<file path="config.mk">
export PLATFORM = sky130hd
export DESIGN_NAME = gated_pose_moving_average
export DESIGN_NICKNAME = d
export VERILOG_FILES = /design/src/rtl/gpma_pkg.sv /design/src/rtl/gpma_csr.sv /design/src/rtl/gpma_div.sv /design/src/rtl/gpma_dp.sv /design/src/rtl/gpma_ctrl.sv /design/src/rtl/gated_pose_moving_average.sv
export SDC_FILE = /design/constraint.sdc
export NUM_CORES = 2
export LEC_CHECK = 0
export ABC_AREA = 1
export BUFFER_PORTS_ARGS = -buffer_cell sky130_fd_sc_hd__buf_4
export CAP_MARGIN = 30
export CORE_MARGIN = 2
export CORE_UTILIZATION = 30
export DETAILED_ROUTE_END_ITERATION = 10
export SYNTH_ARGS = -nofsm -noshare
export SYNTH_HDL_FRONTEND = slang
export SYNTH_HIERARCHICAL = 1
export SYNTH_MEMORY_MAX_BITS = 65536
export SYNTH_SLANG_ARGS = --single-unit
</file>
<file path="constraint.sdc">
create_clock -name clock -period 28.2 [get_ports clock]
set_input_delay 1.41 -clock clock [delete_from_list [all_inputs] [get_ports clock]]
set_output_delay 1.41 -clock clock [all_outputs]
set_load 0.01 [all_outputs]
</file>
<file path="src/rtl/gpma_pkg.sv">
// ----------------------------------------------------------------------------
// gpma_pkg: shared types and constants of the gated pose moving average
// Sizes of the window store, the running sums, register map and the
// command/status bundles between controller and datapath.
// ----------------------------------------------------------------------------
package gpma_pkg;

   localparam int WINDOW_MAX  = 16;
   localparam int SAMPLE_BITS = 32;
   localparam int CHANNELS    = 7;

   localparam int FIELD_W    = 32;
   localparam int SAMPLE_W   = (SAMPLE_BITS < 32) ? SAMPLE_BITS : 32;
   localparam int COUNT_BITS = $clog2(WINDOW_MAX + 1);
   localparam int SLOT_BITS  = (WINDOW_MAX > 1) ? $clog2(WINDOW_MAX) : 1;
   localparam int CH_BITS    = $clog2(CHANNELS);
   localparam int ADDR_BITS  = $clog2(CHANNELS * WINDOW_MAX);
   localparam int SUM_BITS   = SAMPLE_W + $clog2(WINDOW_MAX);
   localparam int STEP_BITS  = $clog2(SUM_BITS);

   localparam int WLEN_W     = 5;
   localparam int CONF_W     = 16;
   localparam int USED_W     = 5;
   localparam int PADDR_BITS = 3;
   localparam int PDATA_BITS = 32;

   localparam logic [WLEN_W-1:0] WLEN_RESET     = WLEN_W'(5);
   localparam logic [CONF_W-1:0] CONF_MIN_RESET = CONF_W'(32768);

   localparam logic FUNC_POSE       = 1'b0;
   localparam logic FUNC_CONFIDENCE = 1'b1;

   typedef enum logic [0:0] {
      REG_WINDOW_LENGTH  = 1'b0,
      REG_CONF_THRESHOLD = 1'b1
   } reg_index_type;

   typedef struct packed {
      logic [WLEN_W-1:0] window_length;
      logic [CONF_W-1:0] conf_threshold;
      logic              clear_window;
   } cfg_type;

   typedef struct packed {
      logic               take;
      logic               rd;
      logic               acc;
      logic               div_start;
      logic               div_store;
      logic               publish;
      logic [CH_BITS-1:0] ch;
   } cmd_type;

   typedef struct packed {
      logic pose_go;
      logic div_done;
      logic out_free;
   } status_type;

endpackage

</file>
<file path="src/rtl/gpma_csr.sv">
// ----------------------------------------------------------------------------
// gpma_csr: configuration registers
// APB-style slave holding the window length and the confidence threshold.
// ----------------------------------------------------------------------------
module gpma_csr (
   input  logic                              clock,
   input  logic                              reset,
   input  logic                              csr_psel,
   input  logic                              csr_penable,
   input  logic                              csr_pwrite,
   input  logic [gpma_pkg::PADDR_BITS-1:0]   csr_paddr,
   input  logic [gpma_pkg::PDATA_BITS-1:0]   csr_pwdata,
   output logic [gpma_pkg::PDATA_BITS-1:0]   csr_prdata,
   output logic                              csr_pready,
   output gpma_pkg::cfg_type                 cfg
);

   logic [gpma_pkg::WLEN_W-1:0] wlen_ff;
   logic [gpma_pkg::CONF_W-1:0] cmin_ff;
   logic                        wr;
   gpma_pkg::reg_index_type     idx;

   assign csr_pready = 1'b1;
   assign wr  = csr_psel && csr_penable && csr_pwrite;
   assign idx = gpma_pkg::reg_index_type'(csr_paddr[gpma_pkg::PADDR_BITS-1]);

   always_ff @(posedge clock) begin
      if (reset) begin
         wlen_ff <= gpma_pkg::WLEN_RESET;
         cmin_ff <= gpma_pkg::CONF_MIN_RESET;
      end else if (wr) begin
         unique case (idx)
            gpma_pkg::REG_WINDOW_LENGTH: begin
               wlen_ff <= csr_pwdata[gpma_pkg::WLEN_W-1:0];
            end
            gpma_pkg::REG_CONF_THRESHOLD: begin
               cmin_ff <= csr_pwdata[gpma_pkg::CONF_W-1:0];
            end
         endcase
      end
   end

   always_comb begin
      unique case (idx)
         gpma_pkg::REG_WINDOW_LENGTH: begin
            csr_prdata = gpma_pkg::PDATA_BITS'(wlen_ff);
         end
         gpma_pkg::REG_CONF_THRESHOLD: begin
            csr_prdata = gpma_pkg::PDATA_BITS'(cmin_ff);
         end
      endcase
   end

   // a window_length write empties the window in the same cycle
   assign cfg.window_length  = wlen_ff;
   assign cfg.conf_threshold = cmin_ff;
   assign cfg.clear_window   = wr && (idx == gpma_pkg::REG_WINDOW_LENGTH);

endmodule

</file>
<file path="src/rtl/gpma_div.sv">
// ----------------------------------------------------------------------------
// gpma_div: serial signed divider
// Restoring division of a running sum by the sample count, one quotient bit
// per cycle, quotient truncated toward zero.
// ----------------------------------------------------------------------------
module gpma_div (
   input  logic                                   clock,
   input  logic                                   reset,
   input  logic                                   start,
   input  logic signed [gpma_pkg::SUM_BITS-1:0]   dividend,
   input  logic [gpma_pkg::COUNT_BITS-1:0]        divisor,
   output logic                                   done,
   output logic signed [gpma_pkg::FIELD_W-1:0]    quotient
);

   logic                                busy_ff;
   logic                                done_ff;
   logic [gpma_pkg::STEP_BITS-1:0]      cnt_ff;
   logic [gpma_pkg::SUM_BITS-1:0]       mag_ff;
   logic [gpma_pkg::COUNT_BITS-1:0]     rem_ff;
   logic [gpma_pkg::COUNT_BITS-1:0]     div_ff;
   logic                                neg_ff;

   logic [gpma_pkg::COUNT_BITS:0]       trial;
   logic                                fits;
   logic [gpma_pkg::COUNT_BITS-1:0]     rem_in;
   logic signed [gpma_pkg::SUM_BITS:0]  q_signed;

   always_comb begin
      trial  = {rem_ff, mag_ff[gpma_pkg::SUM_BITS-1]};
      fits   = (trial >= {1'b0, div_ff});
      rem_in = fits ? gpma_pkg::COUNT_BITS'(trial - {1'b0, div_ff})
                    : gpma_pkg::COUNT_BITS'(trial);
   end

   always_ff @(posedge clock) begin
      if (reset) begin
         busy_ff <= 1'b0;
         done_ff <= 1'b0;
         cnt_ff  <= '0;
      end else begin
         done_ff <= 1'b0;
         if (start) begin
            busy_ff <= 1'b1;
            cnt_ff  <= '0;
         end else if (busy_ff) begin
            cnt_ff <= cnt_ff + gpma_pkg::STEP_BITS'(1);
            if (cnt_ff == gpma_pkg::STEP_BITS'(gpma_pkg::SUM_BITS - 1)) begin
               busy_ff <= 1'b0;
               done_ff <= 1'b1;
            end
         end
      end
   end

   always_ff @(posedge clock) begin
      if (start) begin
         neg_ff <= dividend[gpma_pkg::SUM_BITS-1];
         mag_ff <= dividend[gpma_pkg::SUM_BITS-1] ? gpma_pkg::SUM_BITS'(-dividend)
                                                  : gpma_pkg::SUM_BITS'(dividend);
         rem_ff <= '0;
         div_ff <= divisor;
      end else if (busy_ff) begin
         mag_ff <= {mag_ff[gpma_pkg::SUM_BITS-2:0], fits};
         rem_ff <= rem_in;
      end
   end

   assign q_signed = neg_ff ? -$signed({1'b0, mag_ff}) : $signed({1'b0, mag_ff});
   assign quotient = gpma_pkg::FIELD_W'(q_signed);
   assign done     = done_ff;

endmodule

</file>
<file path="src/rtl/gpma_dp.sv">
// ----------------------------------------------------------------------------
// gpma_dp: datapath
// Gate, window bookkeeping, sample store, running sums, divider, result
// staging and the output register.
// ----------------------------------------------------------------------------
module gpma_dp (
   input  logic                                   clock,
   input  logic                                   reset,
   input  gpma_pkg::cfg_type                      cfg,
   input  gpma_pkg::cmd_type                      cmd,
   output gpma_pkg::status_type                   status,
   input  logic                                   req_func,
   input  logic signed [gpma_pkg::FIELD_W-1:0]    req_pos_x,
   input  logic signed [gpma_pkg::FIELD_W-1:0]    req_pos_y,
   input  logic signed [gpma_pkg::FIELD_W-1:0]    req_pos_z,
   input  logic signed [gpma_pkg::FIELD_W-1:0]    req_quat_w,
   input  logic signed [gpma_pkg::FIELD_W-1:0]    req_quat_x,
   input  logic signed [gpma_pkg::FIELD_W-1:0]    req_quat_y,
   input  logic signed [gpma_pkg::FIELD_W-1:0]    req_quat_z,
   input  logic [gpma_pkg::CONF_W-1:0]            req_confidence_level,
   input  logic                                   req_detected,
   output logic                                   rsp_valid,
   input  logic                                   rsp_ready,
   output logic signed [gpma_pkg::FIELD_W-1:0]    rsp_avg_x,
   output logic signed [gpma_pkg::FIELD_W-1:0]    rsp_avg_y,
   output logic signed [gpma_pkg::FIELD_W-1:0]    rsp_avg_z,
   output logic signed [gpma_pkg::FIELD_W-1:0]    rsp_avg_qw,
   output logic signed [gpma_pkg::FIELD_W-1:0]    rsp_avg_qx,
   output logic signed [gpma_pkg::FIELD_W-1:0]    rsp_avg_qy,
   output logic signed [gpma_pkg::FIELD_W-1:0]    rsp_avg_qz,
   output logic [gpma_pkg::USED_W-1:0]            rsp_samples_used
);

   localparam int CH = gpma_pkg::CHANNELS;

   logic                                  gate_ff;
   logic [gpma_pkg::COUNT_BITS-1:0]       fill_ff;
   logic [gpma_pkg::SLOT_BITS-1:0]        oldest_ff;
   logic signed [gpma_pkg::SUM_BITS-1:0]  sum_ff [CH];

   logic                                  full_ff;
   logic [gpma_pkg::SLOT_BITS-1:0]        slot_ff;
   logic [gpma_pkg::SAMPLE_W-1:0]         sample_ff [CH];
   logic [gpma_pkg::SAMPLE_W-1:0]         store_mem [gpma_pkg::CHANNELS * gpma_pkg::WINDOW_MAX];
   logic [gpma_pkg::SAMPLE_W-1:0]         rd_ff;
   logic signed [gpma_pkg::FIELD_W-1:0]   stage_ff [CH];
   logic signed [gpma_pkg::FIELD_W-1:0]   out_ff [CH];
   logic [gpma_pkg::USED_W-1:0]           used_ff;
   logic                                  rsp_valid_ff;

   logic signed [gpma_pkg::FIELD_W-1:0]   fields [CH];
   logic [gpma_pkg::COUNT_BITS-1:0]       eff_len;
   logic                                  is_full;
   logic [gpma_pkg::COUNT_BITS:0]         pos_sum;
   logic [gpma_pkg::COUNT_BITS-1:0]       adv;
   logic [gpma_pkg::SLOT_BITS-1:0]        slot_new;
   logic [gpma_pkg::SLOT_BITS-1:0]        oldest_next;
   logic                                  take_pose;
   logic                                  take_conf;
   logic                                  gate_new;
   logic [gpma_pkg::ADDR_BITS-1:0]        addr;
   logic signed [gpma_pkg::SUM_BITS-1:0]  old_term;
   logic signed [gpma_pkg::SUM_BITS-1:0]  new_term;
   logic                                  div_done;
   logic signed [gpma_pkg::FIELD_W-1:0]   quotient;

   assign fields[0] = req_pos_x;
   assign fields[1] = req_pos_y;
   assign fields[2] = req_pos_z;
   assign fields[3] = req_quat_w;
   assign fields[4] = req_quat_x;
   assign fields[5] = req_quat_y;
   assign fields[6] = req_quat_z;

   // clamp the programmed length into 1..WINDOW_MAX
   always_comb begin
      if (cfg.window_length == '0) begin
         eff_len = gpma_pkg::COUNT_BITS'(1);
      end else if (int'(cfg.window_length) > gpma_pkg::WINDOW_MAX) begin
         eff_len = gpma_pkg::COUNT_BITS'(gpma_pkg::WINDOW_MAX);
      end else begin
         eff_len = gpma_pkg::COUNT_BITS'(cfg.window_length);
      end
   end

   always_comb begin
      is_full = (fill_ff >= eff_len);
      pos_sum = (gpma_pkg::COUNT_BITS + 1)'(oldest_ff)
              + (gpma_pkg::COUNT_BITS + 1)'(fill_ff);
      if (pos_sum >= {1'b0, eff_len}) begin
         pos_sum = pos_sum - {1'b0, eff_len};
      end
      adv         = gpma_pkg::COUNT_BITS'(oldest_ff) + gpma_pkg::COUNT_BITS'(1);
      oldest_next = (adv == eff_len) ? '0 : gpma_pkg::SLOT_BITS'(adv);
      slot_new    = is_full ? oldest_ff : gpma_pkg::SLOT_BITS'(pos_sum);
   end

   assign take_pose = cmd.take && (req_func == gpma_pkg::FUNC_POSE) && gate_ff;
   assign take_conf = cmd.take && (req_func == gpma_pkg::FUNC_CONFIDENCE);
   assign gate_new  = (req_confidence_level > cfg.conf_threshold) && req_detected;

   assign addr = gpma_pkg::ADDR_BITS'(cmd.ch) * gpma_pkg::ADDR_BITS'(gpma_pkg::WINDOW_MAX)
               + gpma_pkg::ADDR_BITS'(slot_ff);

   assign old_term = full_ff ? gpma_pkg::SUM_BITS'($signed(rd_ff)) : '0;
   assign new_term = gpma_pkg::SUM_BITS'($signed(sample_ff[cmd.ch]));

   // gate, window bookkeeping and running sums
   always_ff @(posedge clock) begin
      if (reset) begin
         gate_ff   <= 1'b0;
         fill_ff   <= '0;
         oldest_ff <= '0;
         for (int c = 0; c < CH; c++) begin
            sum_ff[c] <= '0;
         end
      end else begin
         priority if (cfg.clear_window) begin
            fill_ff   <= '0;
            oldest_ff <= '0;
            for (int c = 0; c < CH; c++) begin
               sum_ff[c] <= '0;
            end
         end else if (take_conf) begin
            gate_ff <= gate_new;
            if (!gate_new) begin
               fill_ff   <= '0;
               oldest_ff <= '0;
               for (int c = 0; c < CH; c++) begin
                  sum_ff[c] <= '0;
               end
            end
         end else if (take_pose) begin
            fill_ff   <= is_full ? eff_len : fill_ff + gpma_pkg::COUNT_BITS'(1);
            oldest_ff <= is_full ? oldest_next : oldest_ff;
         end else if (cmd.acc) begin
            sum_ff[cmd.ch] <= sum_ff[cmd.ch] - old_term + new_term;
         end
      end
   end

   // sample latch, store, staging and output payload
   always_ff @(posedge clock) begin
      if (take_pose) begin
         full_ff <= is_full;
         slot_ff <= slot_new;
         for (int c = 0; c < CH; c++) begin
            sample_ff[c] <= fields[c][gpma_pkg::SAMPLE_W-1:0];
         end
      end
      if (cmd.rd) begin
         rd_ff <= store_mem[addr];
      end
      if (cmd.acc) begin
         store_mem[addr] <= sample_ff[cmd.ch];
      end
      if (cmd.div_store) begin
         stage_ff[cmd.ch] <= quotient;
      end
      if (cmd.publish) begin
         for (int c = 0; c < CH; c++) begin
            out_ff[c] <= stage_ff[c];
         end
         used_ff <= gpma_pkg::USED_W'(fill_ff);
      end
   end

   always_ff @(posedge clock) begin
      if (reset) begin
         rsp_valid_ff <= 1'b0;
      end else if (cmd.publish) begin
         rsp_valid_ff <= 1'b1;
      end else if (rsp_ready) begin
         rsp_valid_ff <= 1'b0;
      end
   end

   gpma_div u_div (
      .clock    (clock),
      .reset    (reset),
      .start    (cmd.div_start),
      .dividend (sum_ff[cmd.ch]),
      .divisor  (fill_ff),
      .done     (div_done),
      .quotient (quotient)
   );

   assign status.pose_go  = (req_func == gpma_pkg::FUNC_POSE) && gate_ff;
   assign status.div_done = div_done;
   assign status.out_free = !rsp_valid_ff || rsp_ready;

   assign rsp_valid        = rsp_valid_ff;
   assign rsp_avg_x        = out_ff[0];
   assign rsp_avg_y        = out_ff[1];
   assign rsp_avg_z        = out_ff[2];
   assign rsp_avg_qw       = out_ff[3];
   assign rsp_avg_qx       = out_ff[4];
   assign rsp_avg_qy       = out_ff[5];
   assign rsp_avg_qz       = out_ff[6];
   assign rsp_samples_used = used_ff;

`ifndef NO_ASSERTIONS
   a_closed_gate_empty: assert property (@(posedge clock) disable iff (reset)
      !gate_ff |-> (fill_ff == '0))
      else $error("window not empty while gate closed");

   a_oldest_while_filling: assert property (@(posedge clock) disable iff (reset)
      (fill_ff < eff_len) |-> (oldest_ff == '0))
      else $error("oldest slot moved before window filled");

   a_fill_bound: assert property (@(posedge clock) disable iff (reset)
      fill_ff <= gpma_pkg::COUNT_BITS'(gpma_pkg::WINDOW_MAX))
      else $error("fill count above window maximum");

   a_publish_free: assert property (@(posedge clock) disable iff (reset)
      cmd.publish |-> (!rsp_valid_ff || rsp_ready))
      else $error("result overwritten before it was taken");
`endif

endmodule

</file>
<file path="src/rtl/gpma_ctrl.sv">
// ----------------------------------------------------------------------------
// gpma_ctrl: sequencer
// Walks each pose through store update, per-channel division and publish.
// ----------------------------------------------------------------------------
module gpma_ctrl (
   input  logic                  clock,
   input  logic                  reset,
   input  logic                  req_valid,
   output logic                  req_ready,
   input  gpma_pkg::status_type  status,
   output gpma_pkg::cmd_type     cmd
);

   typedef enum logic [2:0] {
      ST_IDLE,
      ST_READ,
      ST_ACCUM,
      ST_DIV_START,
      ST_DIV_WAIT,
      ST_PUBLISH
   } state_type;

   localparam logic [gpma_pkg::CH_BITS-1:0] LAST_CH =
      gpma_pkg::CH_BITS'(gpma_pkg::CHANNELS - 1);

   state_type                     state_ff;
   logic [gpma_pkg::CH_BITS-1:0]  ch_ff;

   always_ff @(posedge clock) begin
      if (reset) begin
         state_ff <= ST_IDLE;
         ch_ff    <= '0;
      end else begin
         unique case (state_ff)
            ST_IDLE: begin
               if (req_valid && status.pose_go) begin
                  state_ff <= ST_READ;
                  ch_ff    <= '0;
               end
            end
            ST_READ: begin
               state_ff <= ST_ACCUM;
            end
            ST_ACCUM: begin
               if (ch_ff == LAST_CH) begin
                  state_ff <= ST_DIV_START;
                  ch_ff    <= '0;
               end else begin
                  state_ff <= ST_READ;
                  ch_ff    <= ch_ff + gpma_pkg::CH_BITS'(1);
               end
            end
            ST_DIV_START: begin
               state_ff <= ST_DIV_WAIT;
            end
            ST_DIV_WAIT: begin
               if (status.div_done) begin
                  if (ch_ff == LAST_CH) begin
                     state_ff <= ST_PUBLISH;
                  end else begin
                     state_ff <= ST_DIV_START;
                     ch_ff    <= ch_ff + gpma_pkg::CH_BITS'(1);
                  end
               end
            end
            ST_PUBLISH: begin
               if (status.out_free) begin
                  state_ff <= ST_IDLE;
               end
            end
            default: begin
               state_ff <= ST_IDLE;
            end
         endcase
      end
   end

   assign req_ready     = (state_ff == ST_IDLE);
   assign cmd.take      = req_valid && (state_ff == ST_IDLE);
   assign cmd.rd        = (state_ff == ST_READ);
   assign cmd.acc       = (state_ff == ST_ACCUM);
   assign cmd.div_start = (state_ff == ST_DIV_START);
   assign cmd.div_store = (state_ff == ST_DIV_WAIT) && status.div_done;
   assign cmd.publish   = (state_ff == ST_PUBLISH) && status.out_free;
   assign cmd.ch        = ch_ff;

`ifndef NO_ASSERTIONS
   a_done_when_waiting: assert property (@(posedge clock) disable iff (reset)
      status.div_done |-> (state_ff == ST_DIV_WAIT))
      else $error("divider finished outside of wait state");
`endif

endmodule

</file>
<file path="src/rtl/gated_pose_moving_average.sv">
// ----------------------------------------------------------------------------
// gated_pose_moving_average: gated boxcar average of pose samples
// Flow: a pose with the gate open keeps the next word waiting until its
//   averages are published, since the serial divider is shared by the seven
//   channels; confidence words and dropped poses keep the sequencer idle.
// Reset: gate closed, window empty, registers at 5 and 32768; the sample store
//   keeps no reset value, since a stored sample is only used after it was written.
// ----------------------------------------------------------------------------
module gated_pose_moving_average (
   input  logic                                   clock,
   input  logic                                   reset,

   // input words: a pose sample or a confidence update
   input  logic                                   req_valid,
   output logic                                   req_ready,
   input  logic                                   req_func,
   input  logic signed [gpma_pkg::FIELD_W-1:0]    req_pos_x,
   input  logic signed [gpma_pkg::FIELD_W-1:0]    req_pos_y,
   input  logic signed [gpma_pkg::FIELD_W-1:0]    req_pos_z,
   input  logic signed [gpma_pkg::FIELD_W-1:0]    req_quat_w,
   input  logic signed [gpma_pkg::FIELD_W-1:0]    req_quat_x,
   input  logic signed [gpma_pkg::FIELD_W-1:0]    req_quat_y,
   input  logic signed [gpma_pkg::FIELD_W-1:0]    req_quat_z,
   input  logic [gpma_pkg::CONF_W-1:0]            req_confidence_level,
   input  logic                                   req_detected,

   // result words: seven averages and the sample count
   output logic                                   rsp_valid,
   input  logic                                   rsp_ready,
   output logic signed [gpma_pkg::FIELD_W-1:0]    rsp_avg_x,
   output logic signed [gpma_pkg::FIELD_W-1:0]    rsp_avg_y,
   output logic signed [gpma_pkg::FIELD_W-1:0]    rsp_avg_z,
   output logic signed [gpma_pkg::FIELD_W-1:0]    rsp_avg_qw,
   output logic signed [gpma_pkg::FIELD_W-1:0]    rsp_avg_qx,
   output logic signed [gpma_pkg::FIELD_W-1:0]    rsp_avg_qy,
   output logic signed [gpma_pkg::FIELD_W-1:0]    rsp_avg_qz,
   output logic [gpma_pkg::USED_W-1:0]            rsp_samples_used,

   // configuration port
   input  logic                                   csr_psel,
   input  logic                                   csr_penable,
   input  logic                                   csr_pwrite,
   input  logic [gpma_pkg::PADDR_BITS-1:0]        csr_paddr,
   input  logic [gpma_pkg::PDATA_BITS-1:0]        csr_pwdata,
   output logic [gpma_pkg::PDATA_BITS-1:0]        csr_prdata,
   output logic                                   csr_pready
);

   // Flow of one pose with the gate open:
   //  - accept: latch the seven samples, pick the slot to overwrite and
   //    advance fill count / oldest slot
   //  - per channel: read the departing sample, then subtract it (only when
   //    the window was full), add the new one and write it to the store
   //  - per channel: divide the running sum by the fill count, truncating
   //    toward zero, and stage the quotient
   //  - publish: move the staged averages into the output register once it
   //    is free; the next word is accepted while the result waits there
   // A confidence word sets the gate and empties the window when it closes.
   // A pose arriving with the gate closed is dropped without a result.

   gpma_pkg::cfg_type     cfg;
   gpma_pkg::cmd_type     cmd;
   gpma_pkg::status_type  status;

   gpma_csr u_csr (
      .clock       (clock),
      .reset       (reset),
      .csr_psel    (csr_psel),
      .csr_penable (csr_penable),
      .csr_pwrite  (csr_pwrite),
      .csr_paddr   (csr_paddr),
      .csr_pwdata  (csr_pwdata),
      .csr_prdata  (csr_prdata),
      .csr_pready  (csr_pready),
      .cfg         (cfg)
   );

   gpma_ctrl u_ctrl (
      .clock     (clock),
      .reset     (reset),
      .req_valid (req_valid),
      .req_ready (req_ready),
      .status    (status),
      .cmd       (cmd)
   );

   gpma_dp u_dp (
      .clock                (clock),
      .reset                (reset),
      .cfg                  (cfg),
      .cmd                  (cmd),
      .status               (status),
      .req_func             (req_func),
      .req_pos_x            (req_pos_x),
      .req_pos_y            (req_pos_y),
      .req_pos_z            (req_pos_z),
      .req_quat_w           (req_quat_w),
      .req_quat_x           (req_quat_x),
      .req_quat_y           (req_quat_y),
      .req_quat_z           (req_quat_z),
      .req_confidence_level (req_confidence_level),
      .req_detected         (req_detected),
      .rsp_valid            (rsp_valid),
      .rsp_ready            (rsp_ready),
      .rsp_avg_x            (rsp_avg_x),
      .rsp_avg_y            (rsp_avg_y),
      .rsp_avg_z            (rsp_avg_z),
      .rsp_avg_qw           (rsp_avg_qw),
      .rsp_avg_qx           (rsp_avg_qx),
      .rsp_avg_qy           (rsp_avg_qy),
      .rsp_avg_qz           (rsp_avg_qz),
      .rsp_samples_used     (rsp_samples_used)
   );

endmodule

</file>
==> flow_metrics.tcl <==
set metrics [dict create \
    clk_pin_slew_worst_paths_ns 0.06 \
    setup_viol 0 \
    top_layer "met5" \
    cap_violations 0 \
    grtUsageTotal 0.175 \
    p_seq_frac 0.483 \
    cp_max_fo 62 \
    cpPeakStageDelay_ns 0.99 \
    placementRows 286 \
    p_comb_frac 0.150 \
    routabilityCongestion 0.881 \
    drive_above_1_share 0.126 \
    via_count 115965 \
    hold_class "reg -> reg" \
    initial_core_util 0.302 \
    power_mw 17.1 \
    worstPathArrival_ns 7.46 \
    finalNetCount 15273 \
    path_common_cell "nand2_1" \
    final_core_util 0.353 \
    switching_share 0.280 \
    fmax_mhz 154 \
    fp.dieW_um 785 \
    synth_cell_types 59 \
    placed_cell_area_mm2 0.199 \
    crit_path_cell_trace "buf_4 > buf_4 > nand3_4 > inv_8 > buf_4 > buf_4 > buf_4 > nand2_1 > nand2_1 > nor3_1 > nand2_1 > nand2_1 > nand2_1 > nor2_1 > nor2_1 > nor2_1 > nand2_1" \
    fin_crit_ns 6.50 \
    drc 0 \
    tns_ns 0 \
    clkSinkCount 4679 \
    peakVddDrop_uv 72.8 \
    whs_endpoint "u_dp/out_ff[4][4]" \
    met1Wirelength_mm 223 \
    r2r_start "u_dp/slot_ff[2]" \
    r2r_end "u_dp/rd_ff[1]" \
    wl_per_cell_um 24.2 \
    reg2reg_depth 17 \
    coreArea_mm2 0.607 \
    die_y_um 785 \
    hold_buffers 0 \
    synth_ff_type "edfxtp_1" \
    met3_length_mm 52.5 \
    cts_resized 0 \
    synth-edff-count 4592 \
    htreeDepth 5 \
    fillers 58209 \
    p_sw_mw 4.78 \
    dr.pass1.iters 6 \
    first_global_vias 109071 \
    drv_slew 0 \
    synth-seq-area-share 0.762 \
    fin_skew_ns 0.184 \
    power_leakage_nw 75.2 \
    ant_nets 0 \
    r2r_slack_ns 21.70 \
    crit_path_start_kind "flop" \
    numCtsBuffers 472 \
    port_buffers 512 \
    synth_cells 14150 \
    clk_path_buf_depth 4 \
    yosys_warnings 6 \
    crit_slowest_cell "edfxtp_1" \
    criticalPathCategory "reg -> reg" \
    slew_headroom 0.260 \
    rsz0062_at_grt "false" \
    p_int_mw 12.3 \
    cts_tree "built" \
    grt_pass1_wl_mm 792 \
    power.density_mw_per_mm2 79.8 \
    worst_slew_pin_slew_ns 1.11 \
    clkPwrFrac 0.367 \
    min_from "u_dp/stage_ff[4][4]" \
    io_pins 548 \
    syn_avg_cell_area_um2 12.9 \
    cp-end-kind "flop" \
    die_area_mm2 0.617 \
    grt_overflow 0 \
    crit_buf_inv 6 \
    vias_per_cell 4.96 \
    synthArstFlopShare 0 \
    initialDrtViolationCount 13906 \
    hold_violations 0 \
    synthToLayoutAreaGrowth_pct 17.0 \
    antenna_found_initial 38 \
    hold_path_depth 0 \
    post_cts_buffers 0 \
    syn-cell-area_mm2 0.183 \
    totalWireLength_mm 565 \
    cpLargestDelayFamily "buffers and inverters" \
    route.met2.wl_mm 268 \
    cp.required_ns 29.16 \
    clk_latency_ns 1.12 \
    root_buffer "clkbuf_16" \
    status "complete, no violations" \
    grt_max_degree 154 \
    final_cells 23360 \
    dp_hpwl_mm 325 \
    design_area_mm2 0.214 \
    ys_ff_latch 4679 \
    period_share 0.230 \
    dp.cells 22456 \
]
[metal layers]
metal  track usage  up-vias
li1              -    51284
met1         0.232    58068
met2         0.291     5737
met3        0.0308      872
met4        0.0623        4
met5             0        -
[stage by stage]
step	worst slack [ns]	hold WS, ns
6_report	21.70	0.272
5_1_grt	21.63	0.311
4_1_cts	21.83	0.275
2_1_floorplan	3.77	0.400
3_5_place_dp	21.77	0.405
3_3_place_gp	21.71	0.400
[sequential cells by signal, summed over array words and instances (netlist names), 6 cells and up]
signal	cells
u_csr/cmin_ff	16
u_dp/store_mem	3584
u_dp/sum_ff	288
u_dp/u_div/mag_ff	36
u_dp/stage_ff	224
u_dp/out_ff	224
u_dp/u_div/cnt_ff	6
u_dp/sample_ff	224
u_dp/rd_ff	32
[cells by family (layout without fill, tap and decap cells)]
family	after synthesis	count (layout)	synth area share
other	2	40	0.0000410
XOR/XNOR	55	55	0.00263
AND/OR/NAND/NOR	6239	6239	0.141
adder cells (fa/ha/maj)	117	117	0.00955
flip-flops	4679	4679	0.762
AO/OA/AOI/OAI	1498	1498	0.0491
buffers and inverters	1560	2668	0.0350
[layout by cell type, fill, tap and decap left out, types with 31 or more instances in the layout]
master	n
nand3_1	412
nor2_4	135
ha_1	79
xor2_1	32
nand4_1	418
clkinv_2	92
o2111ai_1	31
inv_1	861
and3_1	34
or2_2	62
bufinv_16	49
nor3_1	31
inv_4	33
a21oi_1	429
clkbuf_1	80
clkinv_1	119
nand2_1	3994
a22oi_1	320
o211ai_1	60
o22ai_1	42
clkbuf_16	473
o21ai_1	44
nor2_1	985
edfxtp_1	4592
dfxtp_1	86
o21ai_0	459
fa_1	38
buf_4	841
[synth_stat cells, types with 54 or more instances]
| cell type | instances | area share |
|---|---|---|
| edfxtp_1 | 4592 | 0.75 |
| nand2_1 | 4007 | 0.082 |
| nor2_1 | 1113 | 0.023 |
| inv_1 | 895 | 0.018 |
| o21ai_0 | 462 | 0.013 |
| a21oi_1 | 429 | 0.012 |
| nand4_1 | 418 | 0.014 |
| nand3_1 | 414 | 0.011 |
| a22oi_1 | 320 | 0.013 |
| buf_2 | 303 | 0.0083 |
| clkbuf_1 | 257 | 0.0053 |
| dfxtp_1 | 87 | 0.0095 |
| ha_1 | 79 | 0.0054 |
| or2_2 | 62 | 0.0021 |
| o211ai_1 | 60 | 0.0025 |
| nor4_1 | 54 | 0.0018 |
[final cells by class]
| class | instances | area [um2] | area share |
|---|---|---|---|
| Sequential cell | 4679 | 140000 | 0.652 |
| Inverter | 921 | 3590 | 0.0168 |
| Multi-Input combinational cell | 7926 | 38500 | 0.180 |
| Tap cell | 8064 | 10100 | 0.0471 |
| Timing Repair Buffer | 872 | 6890 | 0.0322 |
| Clock inverter | 316 | 3340 | 0.0156 |
| Clock buffer | 559 | 12200 | 0.0570 |
| Antenna cell | 23 | 57.6 | 0.000269 |
[power groups by stage]
stage | sequential [mW] | clock (mW) | combinational, mW
finish | 8.26 | 6.28 | 2.56
global route | 8.26 | 6.63 | 2.75
CTS | 8.25 | 6.37 | 2.52
detailed placement | 8.40 | 0 | 2.52
global placement | 8.40 | 0 | 2.48
floorplan | 8.43 | 0 | 1.36
[worst register-to-register path, cell delays in order, from the launching register on]
cell,delay [ns]
edfxtp_1,0.99
buf_4,0.55
buf_4,0.47
nand3_4,0.30
inv_8,0.52
buf_4,0.72
buf_4,0.69
buf_4,0.76
nand2_1,0.16
nand2_1,0.10
nor3_1,0.05
nand2_1,0.05
nand2_1,0.07
nand2_1,0.10
nor2_1,0.05
nor2_1,0.57
nor2_1,0.21
nand2_1,0.15
[how the worst max path moves through the flow]
stage,start,to,depth (start not counted)
floorplan,rsp_ready,u_dp/out_ff[0][0],4
global placement,u_dp/slot_ff[2],u_dp/rd_ff[1],17
detailed placement,u_dp/slot_ff[2],u_dp/rd_ff[1],17
CTS,u_dp/slot_ff[2],u_dp/rd_ff[1],17
global route,u_dp/slot_ff[2],u_dp/rd_ff[1],17
finish,u_dp/slot_ff[2],u_dp/rd_ff[1],17
Note: power is estimated with default switching activity, not from simulation.
